File: config.mk
export PLATFORM = sky130hd
export DESIGN_NAME = lr_shift_reduce_parser_core_flat
export DESIGN_NICKNAME = d
export VERILOG_FILES = /design/src/rtl/core/lrsp_pkg.sv /design/src/rtl/core/lrsp_char_if.sv /design/src/rtl/core/lrsp_result_if.sv /design/src/rtl/core/lrsp_front.sv /design/src/rtl/core/lrsp_back.sv /design/src/rtl/core/lr_shift_reduce_parser_core.sv /design/src/flat_wrapper.sv
export SDC_FILE = /design/constraint.sdc
export NUM_CORES = 1
export LEC_CHECK = 0
export ABC_AREA = 1
export BUFFER_PORTS_ARGS = -buffer_cell sky130_fd_sc_hd__buf_2
export CORE_UTILIZATION = 30
export CTS_BUF_LIST = sky130_fd_sc_hd__clkbuf_16
export DETAILED_ROUTE_END_ITERATION = 10
export PLACE_DENSITY_LB_ADDON = 0.25
export RECOVER_POWER = 50
export SLEW_MARGIN = 0
export SYNTH_ARGS = -nofsm -noshare
export SYNTH_HDL_FRONTEND = slang
export SYNTH_SLANG_ARGS = --single-unit
export TNS_END_PERCENT = 1
File: constraint.sdc
create_clock -name clk -period 11.7 [get_ports clk]
set_input_delay 2.34 -clock clk [delete_from_list [all_inputs] [get_ports clk]]
set_output_delay 2.34 -clock clk [all_outputs]
set_load 0.02 [all_outputs]
File: src/rtl/core/lrsp_pkg.sv
// Shared types, constants and table functions of the LR shift-reduce parser core.
// Depends on nothing; every other file of the core refers to it by scoped names.
`default_nettype none

package lrsp_pkg;

    // Default number of LR states the parse stack can hold.
    localparam int STACK_DEPTH_DEF = 64;

    // Field widths of the two channels.
    localparam int CHAR_W   = 8;
    localparam int COUNT_W  = 7;
    localparam int STATUS_W = 2;

    // Largest value the result counters can show.
    localparam logic [COUNT_W-1:0] COUNT_MAX = '1;

    // Token queue between the front and the back.
    localparam int QPTR_W      = 1;
    localparam int QUEUE_DEPTH = 2 ** QPTR_W;
    localparam int QCNT_W      = QPTR_W + 1;

    // Character codes that the classifier looks for.
    localparam logic [CHAR_W-1:0] CHAR_PLUS    = 8'h2B;
    localparam logic [CHAR_W-1:0] CHAR_UPPER_A = 8'h41;
    localparam logic [CHAR_W-1:0] CHAR_UPPER_Z = 8'h5A;
    localparam logic [CHAR_W-1:0] CHAR_LOWER_A = 8'h61;
    localparam logic [CHAR_W-1:0] CHAR_LOWER_Z = 8'h7A;

    // LR automaton states.
    typedef logic [2:0] lr_state_t;
    localparam lr_state_t LR_ST0 = 3'd0;
    localparam lr_state_t LR_ST1 = 3'd1;
    localparam lr_state_t LR_ST2 = 3'd2;
    localparam lr_state_t LR_ST3 = 3'd3;
    localparam lr_state_t LR_ST4 = 3'd4;
    localparam lr_state_t LR_NONE = 3'd0;

    // Number of states popped by each grammar rule.
    localparam logic [1:0] RULE_SUM_POPS = 2'd3;
    localparam logic [1:0] RULE_ID_POPS  = 2'd1;

    // Table columns: the three terminals and the nonterminal E.
    typedef enum logic [1:0] {
        COL_ID   = 2'd0,
        COL_PLUS = 2'd1,
        COL_END  = 2'd2,
        COL_E    = 2'd3
    } col_t;

    // Result status codes.
    typedef enum logic [STATUS_W-1:0] {
        ST_RUN      = 2'd0,
        ST_ACCEPT   = 2'd1,
        ST_SYNTAX   = 2'd2,
        ST_OVERFLOW = 2'd3
    } status_t;

    // Kinds of table action.
    typedef enum logic [1:0] {
        ACT_ERROR  = 2'd0,
        ACT_SHIFT  = 2'd1,
        ACT_ACCEPT = 2'd2,
        ACT_REDUCE = 2'd3
    } act_kind_t;

    typedef struct packed {
        act_kind_t  kind;
        lr_state_t  target;
        logic [1:0] pops;
    } action_t;

    // Back-end sequencer states.
    typedef enum logic [1:0] {
        BK_IDLE = 2'd0,
        BK_LOOK = 2'd1,
        BK_GOTO = 2'd2
    } back_state_t;

    // A classified token offered by the front to the back.
    typedef struct packed {
        logic valid;
        col_t col;
    } front_tok_t;

    // Action table for E -> id + E | id.
    function automatic action_t lr_action(lr_state_t st, col_t col);
        action_t a;
        a.kind   = ACT_ERROR;
        a.target = LR_NONE;
        a.pops   = 2'd0;
        case (st)
            LR_ST0, LR_ST3:
            begin
                if (col == COL_ID)
                begin
                    a.kind   = ACT_SHIFT;
                    a.target = LR_ST2;
                end
            end
            LR_ST1:
            begin
                if (col == COL_END)
                    a.kind = ACT_ACCEPT;
            end
            LR_ST2:
            begin
                if (col == COL_PLUS)
                begin
                    a.kind   = ACT_SHIFT;
                    a.target = LR_ST3;
                end
                else if (col == COL_END)
                begin
                    a.kind = ACT_REDUCE;
                    a.pops = RULE_ID_POPS;
                end
            end
            LR_ST4:
            begin
                if (col == COL_END)
                begin
                    a.kind = ACT_REDUCE;
                    a.pops = RULE_SUM_POPS;
                end
            end
            default:
            begin
                a.kind = ACT_ERROR;
            end
        endcase
        return a;
    endfunction

    // Goto on E; LR_NONE marks an empty cell.
    function automatic lr_state_t goto_e(lr_state_t st);
        lr_state_t g;
        case (st)
            LR_ST0:  g = LR_ST1;
            LR_ST3:  g = LR_ST4;
            default: g = LR_NONE;
        endcase
        return g;
    endfunction

endpackage

`default_nettype wire

File: src/rtl/core/lrsp_char_if.sv
// Input channel of the parser core: one character word per handshake.
// Depends on lrsp_pkg for the field width.
`default_nettype none

interface lrsp_char_if;
    logic                        valid;
    logic                        ready;
    logic [lrsp_pkg::CHAR_W-1:0] char_code;
    logic                        end_of_input;

    modport source (output valid, output char_code, output end_of_input, input ready);
    modport sink (input valid, input char_code, input end_of_input, output ready);
endinterface

`default_nettype wire

File: src/rtl/core/lrsp_result_if.sv
// Result channel of the parser core: one result word per input word.
// Depends on lrsp_pkg for the field widths.
`default_nettype none

interface lrsp_result_if;
    logic                          valid;
    logic                          ready;
    logic [lrsp_pkg::STATUS_W-1:0] status;
    logic [lrsp_pkg::COUNT_W-1:0]  reductions;
    logic                          shifted;
    logic [lrsp_pkg::COUNT_W-1:0]  stack_level;

    modport source (output valid, output status, output reductions, output shifted,
                    output stack_level, input ready);
    modport sink (input valid, input status, input reductions, input shifted,
                  input stack_level, output ready);
endinterface

`default_nettype wire

File: src/rtl/core/lrsp_front.sv
// Front end of the parser core: classifies each character word into a token
// column and holds it in a two-entry queue. Depends on lrsp_pkg and lrsp_char_if.
`default_nettype none

module lrsp_front (
    input  wire                  clk,
    input  wire                  rst_n,
    lrsp_char_if.sink            chars,
    output lrsp_pkg::front_tok_t tok,
    input  wire                  pop
);

    lrsp_pkg::col_t                 q_reg [lrsp_pkg::QUEUE_DEPTH];
    logic [lrsp_pkg::QPTR_W-1:0]    wptr_reg;
    logic [lrsp_pkg::QPTR_W-1:0]    wptr_next;
    logic [lrsp_pkg::QPTR_W-1:0]    rptr_reg;
    logic [lrsp_pkg::QPTR_W-1:0]    rptr_next;
    logic [lrsp_pkg::QCNT_W-1:0]    count_reg;
    logic [lrsp_pkg::QCNT_W-1:0]    count_next;
    lrsp_pkg::col_t                 col;
    logic                           push;
    logic                           take;

    // Map the character onto a table column.
    always_comb
    begin
        if (chars.end_of_input)
            col = lrsp_pkg::COL_END;
        else if (chars.char_code inside {[lrsp_pkg::CHAR_UPPER_A:lrsp_pkg::CHAR_UPPER_Z],
                                         [lrsp_pkg::CHAR_LOWER_A:lrsp_pkg::CHAR_LOWER_Z]})
            col = lrsp_pkg::COL_ID;
        else if (chars.char_code == lrsp_pkg::CHAR_PLUS)
            col = lrsp_pkg::COL_PLUS;
        else
            col = lrsp_pkg::COL_END;
    end

    assign chars.ready = (count_reg != lrsp_pkg::QCNT_W'(lrsp_pkg::QUEUE_DEPTH));
    assign push        = chars.valid && chars.ready;
    assign take        = pop && tok.valid;

    assign tok.valid = (count_reg != '0);
    assign tok.col   = q_reg[rptr_reg];

    // Queue pointer and fill count updates.
    always_comb
    begin
        wptr_next  = push ? wptr_reg + 1'b1 : wptr_reg;
        rptr_next  = take ? rptr_reg + 1'b1 : rptr_reg;
        count_next = count_reg;
        if (push && !take)
            count_next = count_reg + 1'b1;
        else if (take && !push)
            count_next = count_reg - 1'b1;
    end

    always_ff @(posedge clk or negedge rst_n)
    begin
        if (!rst_n)
        begin
            wptr_reg  <= '0;
            rptr_reg  <= '0;
            count_reg <= '0;
        end
        else
        begin
            wptr_reg  <= wptr_next;
            rptr_reg  <= rptr_next;
            count_reg <= count_next;
        end
    end

    // Queue storage carries payload only.
    always_ff @(posedge clk)
    begin
        if (push)
            q_reg[wptr_reg] <= col;
    end

endmodule

`default_nettype wire

File: src/rtl/core/lrsp_back.sv
// Back end of the parser core: runs the LR action table against the state stack
// and produces one result word per token. Depends on lrsp_pkg and lrsp_result_if.
`default_nettype none

module lrsp_back #(
    parameter int STACK_DEPTH = lrsp_pkg::STACK_DEPTH_DEF
) (
    input  wire                  clk,
    input  wire                  rst_n,
    input  lrsp_pkg::front_tok_t tok,
    output logic                 pop,
    lrsp_result_if.source        results
);

    localparam int SP_W = $clog2(STACK_DEPTH + 1);
    localparam int AW   = $clog2(STACK_DEPTH);

    // State stack; entry 0 always holds the start state and is never stored.
    lrsp_pkg::lr_state_t stack_mem [STACK_DEPTH];
    lrsp_pkg::lr_state_t rd_reg;
    logic                bot_reg;
    logic                mem_we;
    logic [AW-1:0]       mem_waddr;
    lrsp_pkg::lr_state_t mem_wdata;
    logic                mem_re;
    logic [AW-1:0]       mem_raddr;

    lrsp_pkg::back_state_t state_reg;
    lrsp_pkg::back_state_t state_next;
    lrsp_pkg::col_t        col_reg;
    lrsp_pkg::col_t        col_next;
    logic [SP_W-1:0]       sp_reg;
    logic [SP_W-1:0]       sp_next;
    lrsp_pkg::lr_state_t   top_reg;
    lrsp_pkg::lr_state_t   top_next;
    logic                  done_reg;
    logic                  done_next;
    logic [lrsp_pkg::COUNT_W-1:0] reds_reg;
    logic [lrsp_pkg::COUNT_W-1:0] reds_next;

    logic                         out_valid_reg;
    logic                         out_valid_next;
    lrsp_pkg::status_t            status_reg;
    lrsp_pkg::status_t            status_next;
    logic [lrsp_pkg::COUNT_W-1:0] out_reds_reg;
    logic [lrsp_pkg::COUNT_W-1:0] out_reds_next;
    logic                         shifted_reg;
    logic                         shifted_next;
    logic [lrsp_pkg::COUNT_W-1:0] level_reg;
    logic [lrsp_pkg::COUNT_W-1:0] level_next;

    lrsp_pkg::action_t     act;
    lrsp_pkg::lr_state_t   below;
    lrsp_pkg::lr_state_t   g;
    logic                  out_free;
    logic                  finish;
    lrsp_pkg::status_t     fin_status;
    logic                  fin_shifted;
    logic [SP_W-1:0]       pops_w;
    logic [SP_W-1:0]       sp_popped;
    logic [31:0]           sp_wide;

    assign act       = lrsp_pkg::lr_action(top_reg, col_reg);
    assign below     = bot_reg ? lrsp_pkg::LR_ST0 : rd_reg;
    assign g         = lrsp_pkg::goto_e(below);
    assign out_free  = !out_valid_reg || results.ready;
    assign pops_w    = SP_W'(act.pops);
    assign sp_popped = sp_reg - pops_w;

    // Sequencer: dequeue, look up, and for a reduction read the uncovered state
    // and push its goto.
    always_comb
    begin
        state_next  = state_reg;
        col_next    = col_reg;
        sp_next     = sp_reg;
        top_next    = top_reg;
        done_next   = done_reg;
        reds_next   = reds_reg;
        pop         = 1'b0;
        mem_we      = 1'b0;
        mem_waddr   = sp_reg[AW-1:0];
        mem_wdata   = act.target;
        mem_re      = 1'b0;
        mem_raddr   = sp_popped[AW-1:0] - 1'b1;
        finish      = 1'b0;
        fin_status  = lrsp_pkg::ST_RUN;
        fin_shifted = 1'b0;

        case (state_reg)
            lrsp_pkg::BK_IDLE:
            begin
                if (tok.valid)
                begin
                    pop        = 1'b1;
                    col_next   = tok.col;
                    reds_next  = '0;
                    state_next = lrsp_pkg::BK_LOOK;
                    // A finished parse restarts from the start state.
                    if (done_reg)
                    begin
                        sp_next   = SP_W'(1);
                        top_next  = lrsp_pkg::LR_ST0;
                        done_next = 1'b0;
                    end
                end
            end
            lrsp_pkg::BK_LOOK:
            begin
                case (act.kind)
                    lrsp_pkg::ACT_SHIFT:
                    begin
                        if (out_free)
                        begin
                            finish = 1'b1;
                            if (sp_reg >= SP_W'(STACK_DEPTH))
                                fin_status = lrsp_pkg::ST_OVERFLOW;
                            else
                            begin
                                mem_we      = 1'b1;
                                sp_next     = sp_reg + 1'b1;
                                top_next    = act.target;
                                fin_shifted = 1'b1;
                            end
                        end
                    end
                    lrsp_pkg::ACT_ACCEPT:
                    begin
                        if (out_free)
                        begin
                            finish     = 1'b1;
                            fin_status = lrsp_pkg::ST_ACCEPT;
                        end
                    end
                    lrsp_pkg::ACT_REDUCE:
                    begin
                        if (sp_reg <= pops_w)
                        begin
                            if (out_free)
                            begin
                                finish     = 1'b1;
                                fin_status = lrsp_pkg::ST_SYNTAX;
                            end
                        end
                        else
                        begin
                            mem_re     = 1'b1;
                            sp_next    = sp_popped;
                            state_next = lrsp_pkg::BK_GOTO;
                        end
                    end
                    default:
                    begin
                        if (out_free)
                        begin
                            finish     = 1'b1;
                            fin_status = lrsp_pkg::ST_SYNTAX;
                        end
                    end
                endcase
            end
            lrsp_pkg::BK_GOTO:
            begin
                if (g == lrsp_pkg::LR_NONE)
                begin
                    if (out_free)
                    begin
                        finish     = 1'b1;
                        fin_status = lrsp_pkg::ST_SYNTAX;
                    end
                end
                else
                begin
                    // The pop leaves room, so the goto push always fits.
                    mem_we     = 1'b1;
                    mem_wdata  = g;
                    sp_next    = sp_reg + 1'b1;
                    top_next   = g;
                    state_next = lrsp_pkg::BK_LOOK;
                    if (reds_reg != lrsp_pkg::COUNT_MAX)
                        reds_next = reds_reg + 1'b1;
                end
            end
            default:
            begin
                state_next = lrsp_pkg::BK_IDLE;
            end
        endcase

        if (finish)
        begin
            state_next = lrsp_pkg::BK_IDLE;
            done_next  = (fin_status != lrsp_pkg::ST_RUN);
        end
    end

    // Result register and its valid flag.
    assign sp_wide = 32'(sp_next);

    always_comb
    begin
        status_next    = status_reg;
        out_reds_next  = out_reds_reg;
        shifted_next   = shifted_reg;
        level_next     = level_reg;
        out_valid_next = results.ready ? 1'b0 : out_valid_reg;
        if (finish)
        begin
            out_valid_next = 1'b1;
            status_next    = fin_status;
            out_reds_next  = reds_reg;
            shifted_next   = fin_shifted;
            level_next     = (sp_wide > 32'(lrsp_pkg::COUNT_MAX)) ? lrsp_pkg::COUNT_MAX
                                                                  : sp_wide[lrsp_pkg::COUNT_W-1:0];
        end
    end

    assign results.valid       = out_valid_reg;
    assign results.status      = status_reg;
    assign results.reductions  = out_reds_reg;
    assign results.shifted     = shifted_reg;
    assign results.stack_level = level_reg;

    // Control registers.
    always_ff @(posedge clk or negedge rst_n)
    begin
        if (!rst_n)
        begin
            state_reg     <= lrsp_pkg::BK_IDLE;
            sp_reg        <= SP_W'(1);
            top_reg       <= lrsp_pkg::LR_ST0;
            done_reg      <= 1'b0;
            out_valid_reg <= 1'b0;
        end
        else
        begin
            state_reg     <= state_next;
            sp_reg        <= sp_next;
            top_reg       <= top_next;
            done_reg      <= done_next;
            out_valid_reg <= out_valid_next;
        end
    end

    // Payload registers.
    always_ff @(posedge clk)
    begin
        col_reg      <= col_next;
        reds_reg     <= reds_next;
        status_reg   <= status_next;
        out_reds_reg <= out_reds_next;
        shifted_reg  <= shifted_next;
        level_reg    <= level_next;
    end

    // Stack memory: one write port, one registered read port.
    always_ff @(posedge clk)
    begin
        if (mem_we)
            stack_mem[mem_waddr] <= mem_wdata;
        if (mem_re)
        begin
            rd_reg  <= stack_mem[mem_raddr];
            bot_reg <= (mem_raddr == '0);
        end
    end

endmodule

`default_nettype wire

File: src/rtl/core/lr_shift_reduce_parser_core.sv
// Table-driven LR parser for E -> id + E | id, taking one character word and
// returning one result word (status, reductions, shifted, stack level) per item.
// The front classifies each character (letter = id, '+' = plus, anything else or
// end of input = end token) into a two-entry queue, so input words keep flowing
// while the back works. For each token the back dequeues it and looks up the
// table action; every reduction adds a pop with a read of the uncovered stack
// entry and then the goto push, so the work for an end token grows with its
// number of reductions, which is bounded by the stack depth.
// The stack is a single memory with one write and one registered read port;
// after reset it needs no clearing. After accept, a syntax error or an overflow,
// the next word starts a fresh parse from state 0. A finished result waits in an
// output register and the back stalls only when that register is still full.
// Depends on lrsp_pkg, lrsp_char_if, lrsp_result_if, lrsp_front and lrsp_back.
`default_nettype none

module lr_shift_reduce_parser_core #(
    parameter int STACK_DEPTH = lrsp_pkg::STACK_DEPTH_DEF
) (
    input  wire           clk,
    input  wire           rst_n,
    lrsp_char_if.sink     chars,
    lrsp_result_if.source results
);

    lrsp_pkg::front_tok_t tok;
    logic                 pop;

    // Character classification and token queue.
    lrsp_front u_front (
        .clk   (clk),
        .rst_n (rst_n),
        .chars (chars),
        .tok   (tok),
        .pop   (pop)
    );

    // Table sequencer and state stack.
    lrsp_back #(
        .STACK_DEPTH (STACK_DEPTH)
    ) u_back (
        .clk     (clk),
        .rst_n   (rst_n),
        .tok     (tok),
        .pop     (pop),
        .results (results)
    );

endmodule

`default_nettype wire

File: src/flat_wrapper.sv
// flat-port wrapper written by rule: the top's interface ports become plain ports
module lr_shift_reduce_parser_core_flat 
#(
    parameter int STACK_DEPTH = lrsp_pkg::STACK_DEPTH_DEF
)
  (clk, rst_n, chars_valid, chars_char_code, chars_end_of_input, chars_ready, results_valid, results_status, results_reductions, results_shifted, results_stack_level, results_ready);
  lrsp_char_if chars_i ();
  lrsp_result_if results_i ();
  input  wire clk;
  input  wire rst_n;
  input wire logic [$bits(chars_i.valid)-1:0] chars_valid;
  input wire logic [$bits(chars_i.char_code)-1:0] chars_char_code;
  input wire logic [$bits(chars_i.end_of_input)-1:0] chars_end_of_input;
  output wire logic [$bits(chars_i.ready)-1:0] chars_ready;
  output wire logic [$bits(results_i.valid)-1:0] results_valid;
  output wire logic [$bits(results_i.status)-1:0] results_status;
  output wire logic [$bits(results_i.reductions)-1:0] results_reductions;
  output wire logic [$bits(results_i.shifted)-1:0] results_shifted;
  output wire logic [$bits(results_i.stack_level)-1:0] results_stack_level;
  input wire logic [$bits(results_i.ready)-1:0] results_ready;
  assign chars_i.valid = chars_valid;
  assign chars_i.char_code = chars_char_code;
  assign chars_i.end_of_input = chars_end_of_input;
  assign chars_ready = chars_i.ready;
  assign results_valid = results_i.valid;
  assign results_status = results_i.status;
  assign results_reductions = results_i.reductions;
  assign results_shifted = results_i.shifted;
  assign results_stack_level = results_i.stack_level;
  assign results_i.ready = results_ready;
  lr_shift_reduce_parser_core #(.STACK_DEPTH(STACK_DEPTH)) u_core (.clk(clk), .rst_n(rst_n), .chars(chars_i), .results(results_i));
endmodule
; Yosys cells after proc, flatten, opt, wreduce, memory -nomap -nowiden
; Memory sizes are Yosys's and may differ from the RTL's. A register that Yosys moved wholly into a read port is not among the register bits.
; Cells that the tools add are included.
; W data, S select, Z words.
[word_totals]
ff_bits = 43
ramBits = 196
input_bits = 13
output_inout_bits = 19
word_cells = 164
n_memories = 2
[op_classes]
add_sub_neg = 8
order_cmp = 7
eq_ne = 26
muxes = 76
reduce_logical = 31
[mem_list]
columns = name, words, width, rd, rd_clocked_by_memory_dff, wr, line
row1 = u_core.u_back.stack_mem, 64, 3, 1, 1, 1, lrsp_back.sv:19  ; lrsp_pkg::lr_state_t stack_mem [STACK_DEPTH];
row2 = u_core.u_front.q_reg, 2, 2, 1, 1, 1, lrsp_front.sv:13  ; lrsp_pkg::col_t q_reg [lrsp_pkg::QUEUE_DEPTH];
[op_table]
columns = operator, n
row1 = $mux W7, 9
row2 = $mux W2, 19
row3 = $pmux W7 S2, 2
row4 = $mux W3, 9
row5 = $mux W1, 25
row6 = $pmux W7 S3, 1
row7 = $ge A8 B7 Y1 const B, 2
row8 = $le A8 B7 Y1 const B, 2
row9 = $reduce_bool A2 Y1, 8
row10 = $add A7 B1 Y7 const B, 2
row11 = $ne A2 B2 Y1 const B, 7
row12 = $pmux W2 S3, 2
row13 = $pmux W3 S2, 2
row14 = $eq A3 B2 Y1 const B, 3
row15 = $logic_not A3 Y1, 3
row16 = $ne A3 B3 Y1 const B, 3
row17 = $pmux W3 S3, 1
row18 = $eq A2 B2 Y1 const B, 4
row19 = $eq A8 B6 Y1 const B, 1
row20 = $pmux W2 S2, 2
row21 = $pmux W2 S4, 1
row22 = $reduce_and A4 Y1, 2
row23 = $ge A7 B7 Y1 const B, 1
row24 = $gt A7 B7 Y1 const B, 1
row25 = other kinds (23), 36

; Longest topological paths before layout
; Gate-level depths: netlist of the first run.
[logic_depth]
word_depth = 10
mapped_depth = 23

; Modules after synthesis
; A second synthesis of the first run with hierarchy kept.
[unflattened]
cells_unflattened = 1242
hier_area_um2 = 12105.4
[by_module_without_submodules]
columns = module, n_inst, cells_per_inst, area_per_inst_um2, seq_area_each_um2
row1 = lrsp_back, 1, 1164, 11566.1, 7018.0
row2 = lrsp_front, 1, 78, 539.3, 220.2

; Worst setup path before layout of the first run
; Ideal clock, no wire load.
[synth_path]
path_type = register -> register
startpoint = register u_core.u_back.state_reg[0]
endpoint = memory u_core.u_back.stack_mem[0][0] in the netlist's numbering, data pin
setup_ns = 0.701
arrival_ns = 4.008
t_required_ns = 10.999
setup_slack_ns = 6.991
stages_incl_launch_ff = 7
n_path_buf = 1
path_cell_list = dfrtp_1 inv_1 ha_1 buf_2 nand4_1 inv_1 o21ai_0
[synth_via]
elab_chain_len = 2
[synth_lines]
columns = item, line
row1 = "start, declared", lrsp_back.sv:28  ; lrsp_pkg::back_state_t state_reg;
row2 = "start signal, assigned", lrsp_back.sv:229  ; state_reg <= lrsp_pkg::BK_IDLE;
row3 = "start signal, assigned", lrsp_back.sv:237  ; state_reg <= state_next;
row4 = $eq A2 B2 Y1, lrsp_back.sv:90  ; case (state_reg)
row5 = $mux W3, lrsp_back.sv:90
row6 = named net u_core.u_back.mem_wdata[0], lrsp_back.sv:24  ; lrsp_pkg::lr_state_t mem_wdata;
row7 = "end, declared", lrsp_back.sv:19
; The timed path passes the listed nets, and every way through them passes these cells.

; Final worst setup path of the first run
[layout_path]
startpoint = register u_core.u_back.col_reg[0], read port of u_core.u_front.q_reg
endpoint = register u_core.u_back.rd_reg[0], read port of u_core.u_back.stack_mem, data pin
[layout_via]
elab_chain_len = 8
[layout_lines]
columns = item, line
row1 = "start, declared", lrsp_back.sv:30  ; lrsp_pkg::col_t col_reg;
row2 = branches (longest 8 deep; another with $sub A7 B2 Y7), --
row3 = "end, declared", lrsp_back.sv:20  ; lrsp_pkg::lr_state_t rd_reg;
; Parallel ways; which one is timed is not known.
; A chain may end at the register's enable or synchronous reset.

==> results.json, run 1 <==
{
  "cts.sink_count": 244,
  "grt.total_usage_pct": 14.97,
  "post_drt_via_cell_ratio": 4.697,
  "yosysSeqAreaShare_pct": 62.26,
  "final_period_minus_worst_setup_slack_ns": 5.438,
  "n_antenna_cell": 0,
  "violations": "capacitance limit, slew limit",
  "endpoint": "u_core.u_back.rd_reg[0]",
  "yosysWarnings": 0,
  "grt_first_pass_wirelength_mm": 45.10,
  "worst_ir_drop_vdd_mv": 0.1496,
  "clock_tree.root_cell": "sky130_fd_sc_hd__clkbuf_16",
  "yosys_register_bits": 244,
  "finalSetupTns_ns": 0,
  "most-common-layout-cells": "sky130_fd_sc_hd__nor2_1 (319), sky130_fd_sc_hd__nand2_1 (279), sky130_fd_sc_hd__edfxtp_1 (226)",
  "dieArea_um2": 39540,
  "syn-instance-count": 1218,
  "power.clock.fraction_pct": 20.9,
  "placeable_area_um2": 37930,
  "detailedRoute.firstIterationViolations": 659,
  "worst_r2r_path_depth": 19,
  "timing.final.crit_share_pct": 46.48,
  "post_synthesis_cell_type_count": 35,
  "power_per_cell_area_nw_per_um2": 276.5,
  "timing.clock.skew_ns": 0.01041,
  "power_frac_comb_pct": 47.4,
  "result_of_the_run": "complete, but fails checks",
  "initial_standard_cell_utilization_of_the_core_pct": 30.65,
  "finalMaxSlewViolations": 253,
  "crit_type": "flop to flop",
  "drt_first_pass_iters": 5,
  "number_of_antenna_violations_at_the_first_check_in_global_routing": 0,
  "timing.fmax_mhz": 183.9,
  "gp_congestion": 0.8547,
  "power.total_w": 0.003615,
  "fp.dieH_um": 198.9,
  "setup_repair_after_global_routing_missed_its_margin": "no",
  "tritoncts.num_buffers": 27,
  "row_count": 71,
  "internal_power_w": 0.001993,
  "report.final.setup_viol": 0,
  "final_layout_size_suffix_gt1_share_pct": 7.723,
  "timing.critical_path.fanout_max": 56,
  "critPathCaptureType": "flop",
  "final_nets": 1268,
  "p_seq_share_pct": 31.7,
  "worstPathRequired_ns": 11.97,
  "crit_path_cell_trace": "inv_1 -> ha_1 -> nand3_1 -> nand2_1 -> ha_1 -> ha_2 -> buf_4 -> inv_2 -> nor2_1 -> o21ai_0 -> nand2_1 -> nand2_1 -> nand2_1 -> nand2_1 -> nand2_1 -> nand2_1 -> nand2_1 -> nand2_1 -> nand2_1",
  "postSynthNetCount": 1248,
  "ctsResizeCount": 0,
  "source_of_the_worst_register_to_register_timing_path": "u_core.u_back.col_reg[0]",
  "worst_hold_path_type": "flop to flop",
  "critPathLaunchType": "flop",
  "highest_delay_cell_along_the_critical_path": "sky130_fd_sc_hd__ha_1",
  "cts_buffer_depth": 3,
  "wl_mm": 29.27,
  "tritoncts_clock_tree": "done",
  "most_flop_heavy_register": "u_core.u_back.stack_mem",
  "dp_hpwl_mm": 19.21,
  "critPathLaunch": "u_core.u_back.col_reg[0]",
  "vias_in_the_first_global_route": 8011,
  "power_switching_w": 0.001622,
  "relSlewSlack_pct": -120.6,
  "timing.final.hold_violations": 0,
  "synth.cell_area_um2": 11620,
  "power_switching_share_pct": 44.87,
  "numPortBuffers": 31,
  "clk_latency_ns": 0.53,
  "r2r-end": "u_core.u_back.rd_reg[0]",
  "worstPathArrival_ns": 5.71,
  "syn_to_final_growth_pct": 12.47,
  "largest_register_ff_count": 192,
  "tightest_slew_ns": 3.310,
  "grt_max_degree": 99,
  "cts_hold_buffers": 0,
  "grt.overflow.total": 0,
  "floorplan.die.width_um": 198.9,
  "via_count": 8299,
  "top_level_ports": 32,
  "syn_area_per_cell_um2": 9.544,
  "reg2reg_setup_slack_ns": 6.26,
  "most_common_cell_after_layout_fill_and_taps_aside": "sky130_fd_sc_hd__nor2_1",
  "register_clock_pin_slew_on_the_reported_worst_setup_and_hold_paths_ns": 0.06,
  "post-cts-setup-buffers": 0,
  "cpMostUsedCell": "sky130_fd_sc_hd__nand2_1",
  "wire_per_inst_um": 16.57,
  "drcViolationCount": 0,
  "final_antenna_net_count": 0,
  "h-tree-depth": 1,
  "power_leakage_nw": 5.150,
  "max_stage_delay_ns": 1.55,
  "maxCapViolCount": 4
}
==> stage by stage <==
step | hold WS, ns | instances | area (µm²) | utilization, % | worst slack [ns]
floorplan | 0.4264 | 1218 | 11620 | - | 6.991
global route | 0.4720 | 1767 | 13080 | 34.47 | 5.849
CTS | 0.4505 | 1767 | 13110 | 34.55 | 7.199
finish | 0.4506 | 1767 | 13080 | 34.47 | 6.262
detailed placement | 0.4372 | 1720 | 12320 | 32.48 | 6.924
global placement | 0.4510 | 1720 | 12320 | 32.48 | 6.984
==> cell families after synthesis <==
family | Yosys count | share of synthesized area [%]
mux | 2 | 0.1937
compound gates | 160 | 7.136
flops | 244 | 62.26
simple gates | 674 | 24.02
xor+xnor | 10 | 0.7534
fa+ha+maj | 17 | 1.894
buf+inv | 111 | 3.735
==> final cells by class <==
| class | count | area, µm² |
|---|---|---|
| sequential | 244 | 7238 |
| inverter | 64 | 240.2 |
| timing repair buffer | 38 | 193.9 |
| clock inverter | 20 | 111.4 |
| multi-input combinational | 863 | 3976 |
| fill | 3830 | 24860 |
| tap | 511 | 639.4 |
| clock buffer | 27 | 675.6 |
==> per-layer routing <==
layer	global-route usage, %	share of wire, %	vias up
met5	0	0	-
met1	20.69	46	3945
met2	24.55	46	192
met3	1.916	4.8	51
met4	4.217	2.8	0
li1	-	-	4111
==> worst min path at each step <==
stage                               from                             endpoint  slack, ns  cells past startpoint
2_1_floorplan  u_core.u_back.reds_reg[3]  u_core.u_back.results.reductions[3]       0.43                      0
3_3_place_gp   u_core.u_back.reds_reg[3]  u_core.u_back.results.reductions[3]       0.45                      0
3_5_place_dp   u_core.u_back.reds_reg[3]  u_core.u_back.results.reductions[3]       0.44                      0
4_1_cts        u_core.u_back.reds_reg[3]  u_core.u_back.results.reductions[3]       0.45                      0
5_1_grt        u_core.u_back.reds_reg[3]  u_core.u_back.results.reductions[3]       0.47                      0
6_report       u_core.u_back.reds_reg[3]  u_core.u_back.results.reductions[3]       0.45                      0
==> Yosys cell counts (all sizes together) <==
cell type    n  area share (%)
or2          1           0.054
edfxtp     226              58
nor3        10            0.43
nand4       10            0.54
nand2      283             9.3
fa           1            0.17
mux2         2            0.19
a21boi       1           0.065
xnor2        4            0.30
nand3       49             3.2
dfstp        1            0.23
nor2       321              11
inv         64             2.1
o311ai       1           0.075
a31oi        2            0.11
buf         22            0.86
a22oi        1           0.065
a21oi       27             1.2
dfrtp       17             3.7
clkbuf      25            0.81
xor2         6            0.45
a211oi       1           0.065
o21ai      127             5.6
ha          16             1.7
==> worst max-delay path, delay by kind of cell, from the launching register on <==
kind / cells / cell delay (ns)
compound gates: 1 / 0.13
fa+ha+maj: 3 / 2.30
buf+inv: 3 / 1.05
flops: 1 / 0.35
simple gates: 12 / 1.26
==> power by group through the flow <==
stage | Combinational (W) | Clock (W) | Sequential, W
6_report | 0.00171 | 0.000757 | 0.00115
2_1_floorplan | 0.00121 | 0 | 0.00115
4_1_cts | 0.00173 | 0.000776 | 0.00114
5_1_grt | 0.00194 | 0.000809 | 0.00116
3_5_place_dp | 0.00173 | 0 | 0.00116
3_3_place_gp | 0.00173 | 0 | 0.00116
Note: power is estimated with default switching activity, not from simulation.
==> run 2: changes to the inputs <==
--- a/config.mk
+++ b/config.mk
@@ -5,7 +5,7 @@
 export SDC_FILE = /design/constraint.sdc
 export NUM_CORES = 1
 export LEC_CHECK = 0
-export ABC_AREA = 1
+export ABC_AREA = 0
 export BUFFER_PORTS_ARGS = -buffer_cell sky130_fd_sc_hd__buf_2
 export CORE_UTILIZATION = 30
 export CTS_BUF_LIST = sky130_fd_sc_hd__clkbuf_16
==> constraint.sdc (replaced) <==
create_clock -name clk -period 4.45 [get_ports clk]
set_input_delay 0.89 -clock clk [delete_from_list [all_inputs] [get_ports clk]]
set_output_delay 0.89 -clock clk [all_outputs]
set_load 0.02 [all_outputs]
==> run 2 against run 1 <==
  * Clock skew increased by 0.0063 ns
  * Critical path type unchanged
  * Cell count decreased by 28%
  * Utilization increased by 0.20 points
  * Critical path depth decreased by 5
  * Final area decreased by 3.2%
  * The run still ends with capacitance limit, slew limit left
  * Combinational power increased by 94%
  * Die area decreased by 4.6%
  * Register-to-register slack got worse by 6.0 ns
  * Critical endpoint is now u_core.u_back.rd_reg[1]
  * Routed wire length decreased by 14%
==> results.json, run 2 <==
{
  "final_period_minus_worst_setup_slack_ns": 4.151,
  "timing.fmax_mhz": 240.9,
  "drcViolationCount": 0,
  "final_layout_size_suffix_gt1_share_pct": 17.60,
  "reg2reg_setup_slack_ns": 0.30,
  "synth_async_sr_flop_share_pct": 7.377,
  "source_of_the_worst_register_to_register_timing_path": "u_core.u_back.col_reg[0]",
  "grt.overflow.total": 0,
  "post_synthesis_cell_type_count": 72,
  "detailedPlace.worstSlack_ns": 0.2153,
  "grt_first_pass_wirelength_mm": 39.76,
  "hold_ws_ns": 0.4924,
  "row_count": 70,
  "floorplan.die.width_um": 194.2,
  "synth-edff-count": 226,
  "worstPathRequired_ns": 4.74,
  "relSlewSlack_pct": -58.75,
  "final_nets": 811,
  "placeable_area_um2": 36520,
  "synth.cell_area_um2": 11090,
  "yosys-top-cells-count": "sky130_fd_sc_hd__edfxtp_1 (226), sky130_fd_sc_hd__nor2_1 (94), sky130_fd_sc_hd__mux4_2 (54)",
  "yosysSeqAreaShare_pct": 65.29,
  "gp_congestion": 0.8201,
  "register_clock_pin_slew_on_the_reported_worst_setup_and_hold_paths_ns": 0.06,
  "syn_area_per_cell_um2": 15.04,
  "dp_hpwl_mm": 16.37,
  "most_flop_heavy_register": "u_core.u_back.stack_mem",
  "top_level_ports": 32,
  "wl_mm": 25.10,
  "fp.dieH_um": 194.2,
  "detailedRoute.firstIterationViolations": 475,
  "post-cts-setup-buffers": 0,
  "via_count": 6314,
  "post_drt_via_cell_ratio": 4.976,
  "syn_to_final_growth_pct": 14.21,
  "worstPathArrival_ns": 4.44,
  "postSynthNetCount": 767,
  "cts.sink_count": 244,
  "yosysWarnings": 0,
  "worst_ir_drop_vdd_mv": 0.3130,
  "numPortBuffers": 31,
  "final_worst_setup_slack_ns": 0.2992,
  "synthDominantCellAreaShare_pct": 61.21,
  "wire_per_inst_um": 19.78,
  "final_cells": 1269,
  "dp.cells": 1221,
  "timing.final.crit_share_pct": 93.28,
  "violations": "capacitance limit, slew limit",
  "h-tree-depth": 1,
  "timing.critical_path.fanout_max": 15,
  "grt.total_usage_pct": 13.72,
  "report.final.setup_viol": 0,
  "power_leakage_nw": 4.094,
  "hold_path_depth": 1,
  "yosys.cell_count.top_type": "sky130_fd_sc_hd__edfxtp_1",
  "dieArea_um2": 37730,
  "most_common_cell_after_layout_fill_and_taps_aside": "sky130_fd_sc_hd__edfxtp_1",
  "min_from": "u_core.u_front.wptr_reg",
  "final_antenna_net_count": 0,
  "clock_tree.root_cell": "sky130_fd_sc_hd__clkbuf_16",
  "largest_register_ff_count": 192,
  "synthTopCellsByArea": "sky130_fd_sc_hd__edfxtp_1 (61%), sky130_fd_sc_hd__mux4_2 (11%), sky130_fd_sc_hd__dfrtp_1 (3.8%)",
  "cts_buffer_depth": 3,
  "critPathLaunchType": "flop",
  "r2r-end": "u_core.u_back.rd_reg[1]",
  "power_per_cell_area_nw_per_um2": 670.3,
  "clk_latency_ns": 0.55,
  "timing.clock.skew_ns": 0.01670,
  "maxCapViolCount": 1,
  "crit_type": "flop to flop",
  "most-common-layout-cells": "sky130_fd_sc_hd__edfxtp_1 (226), sky130_fd_sc_hd__nor2_1 (94), sky130_fd_sc_hd__mux4_2 (54)",
  "initial_standard_cell_utilization_of_the_core_pct": 30.36,
  "tightest_slew_ns": 2.380,
  "worst_r2r_path_depth": 14,
  "yosys_register_bits": 244,
  "drt_first_pass_iters": 5,
  "tritoncts_clock_tree": "done",
  "timing.final.hold_violations": 0,
  "setup_repair_after_global_routing_missed_its_margin": "no",
  "synth_top_cell_by_area": "sky130_fd_sc_hd__edfxtp_1",
  "timing.hold.worst_endpoint": "u_core.u_front.wptr_reg",
  "vias_in_the_first_global_route": 6596,
  "result_of_the_run": "complete, but fails checks",
  "critPathCaptureType": "flop",
  "finalMaxSlewViolations": 40,
  "n_antenna_cell": 0,
  "tritoncts.num_buffers": 26,
  "synthFlopType": "sky130_fd_sc_hd__edfxtp_1",
  "number_of_antenna_violations_at_the_first_check_in_global_routing": 0,
  "worst_hold_path_type": "flop to flop",
  "grt_max_degree": 66,
  "syn-instance-count": 737,
  "finalSetupTns_ns": 0
}
run 2: final cells by class:
| class | count | area [µm²] |
|---|---|---|
| Multi-Input combinational cell | 439 | 3646 |
| Tap cell | 468 | 585.6 |
| Fill cell | 3485 | 23860 |
| Timing Repair Buffer | 46 | 251.5 |
| Inverter | 24 | 90.09 |
| Clock inverter | 22 | 200.2 |
| Sequential cell | 244 | 7238 |
| Clock buffer | 26 | 650.6 |
run 2: what timing repair did:
item,in CTS,in global routing
hold buffers,0,0
resized for setup,0,2
setup endpoints to repair,0,3
run 2: worst max path at each step:
stage | start | end | slack, ns | depth (start not counted)
after floorplan | u_core.u_back.col_reg[0] | u_core.u_back.rd_reg[0] | 0.61 | 16
after detailed placement | u_core.u_back.col_reg[0] | u_core.u_back.rd_reg[2] | 0.22 | 15
after global placement | u_core.u_back.col_reg[0] | u_core.u_back.rd_reg[2] | 0.28 | 15
final | u_core.u_back.col_reg[0] | u_core.u_back.rd_reg[1] | 0.30 | 14
after global routing | u_core.u_back.col_reg[0] | u_core.u_back.rd_reg[0] | 0.09 | 14
after CTS | u_core.u_back.col_reg[0] | u_core.u_back.rd_reg[2] | 0.19 | 15
run 2: cell families (layout without fill, tap and decap cells):
logic type	Yosys count	count (layout)	synth area share [%]
compound gates	113	113	6.997
xor+xnor	21	21	2.031
fa+ha+maj	17	17	1.986
buf+inv	54	118	2.122
flops	244	244	65.29
mux	67	67	12.18
simple gates	221	221	9.401
run 2: report_power, final:
group	switching, W	internal, W	total (W)
clock network	0.000899	0.00124	0.00214
registers	0.000151	0.00287	0.00303
logic	0.00195	0.00137	0.00332
total	0.00300	0.00549	0.00849
run 2: worst max-delay path, stage by stage (launching register included):
cell                       delay (ns)
sky130_fd_sc_hd__edfxtp_1        0.40
sky130_fd_sc_hd__inv_1           0.10
sky130_fd_sc_hd__ha_1            0.22
sky130_fd_sc_hd__nor2b_2         0.23
sky130_fd_sc_hd__o21a_1          0.21
sky130_fd_sc_hd__ha_1            0.17
sky130_fd_sc_hd__inv_1           0.05
sky130_fd_sc_hd__fa_1            0.53
sky130_fd_sc_hd__inv_1           0.10
sky130_fd_sc_hd__ha_2            0.49
sky130_fd_sc_hd__buf_4           0.29
sky130_fd_sc_hd__mux4_2          0.33
sky130_fd_sc_hd__mux4_2          0.51
sky130_fd_sc_hd__a22oi_1         0.19
sky130_fd_sc_hd__nand2_1         0.08
run 2: per-stage QoR:
step / util (%) / power [W] / instance area, µm²
floorplan: - / 0.005523 / 11100
CTS: 34.81 / 0.008588 / 12710
detailed placement: 32.48 / 0.006429 / 11860
finish: 34.67 / 0.008487 / 12660
global route: 34.67 / 0.008960 / 12660
global placement: 32.48 / 0.006406 / 11860
run 2: metal layers:
| layer | global-route usage (%) | wire length (µm) | vias up |
|---|---|---|---|
| met4 | 4.174 | 720 | 0 |
| met1 | 17.81 | 10970 | 3175 |
| met3 | 2.400 | 1105 | 46 |
| met2 | 23.34 | 12310 | 151 |
| met5 | 0 | 0 | - |
| li1 | - | - | 2942 |
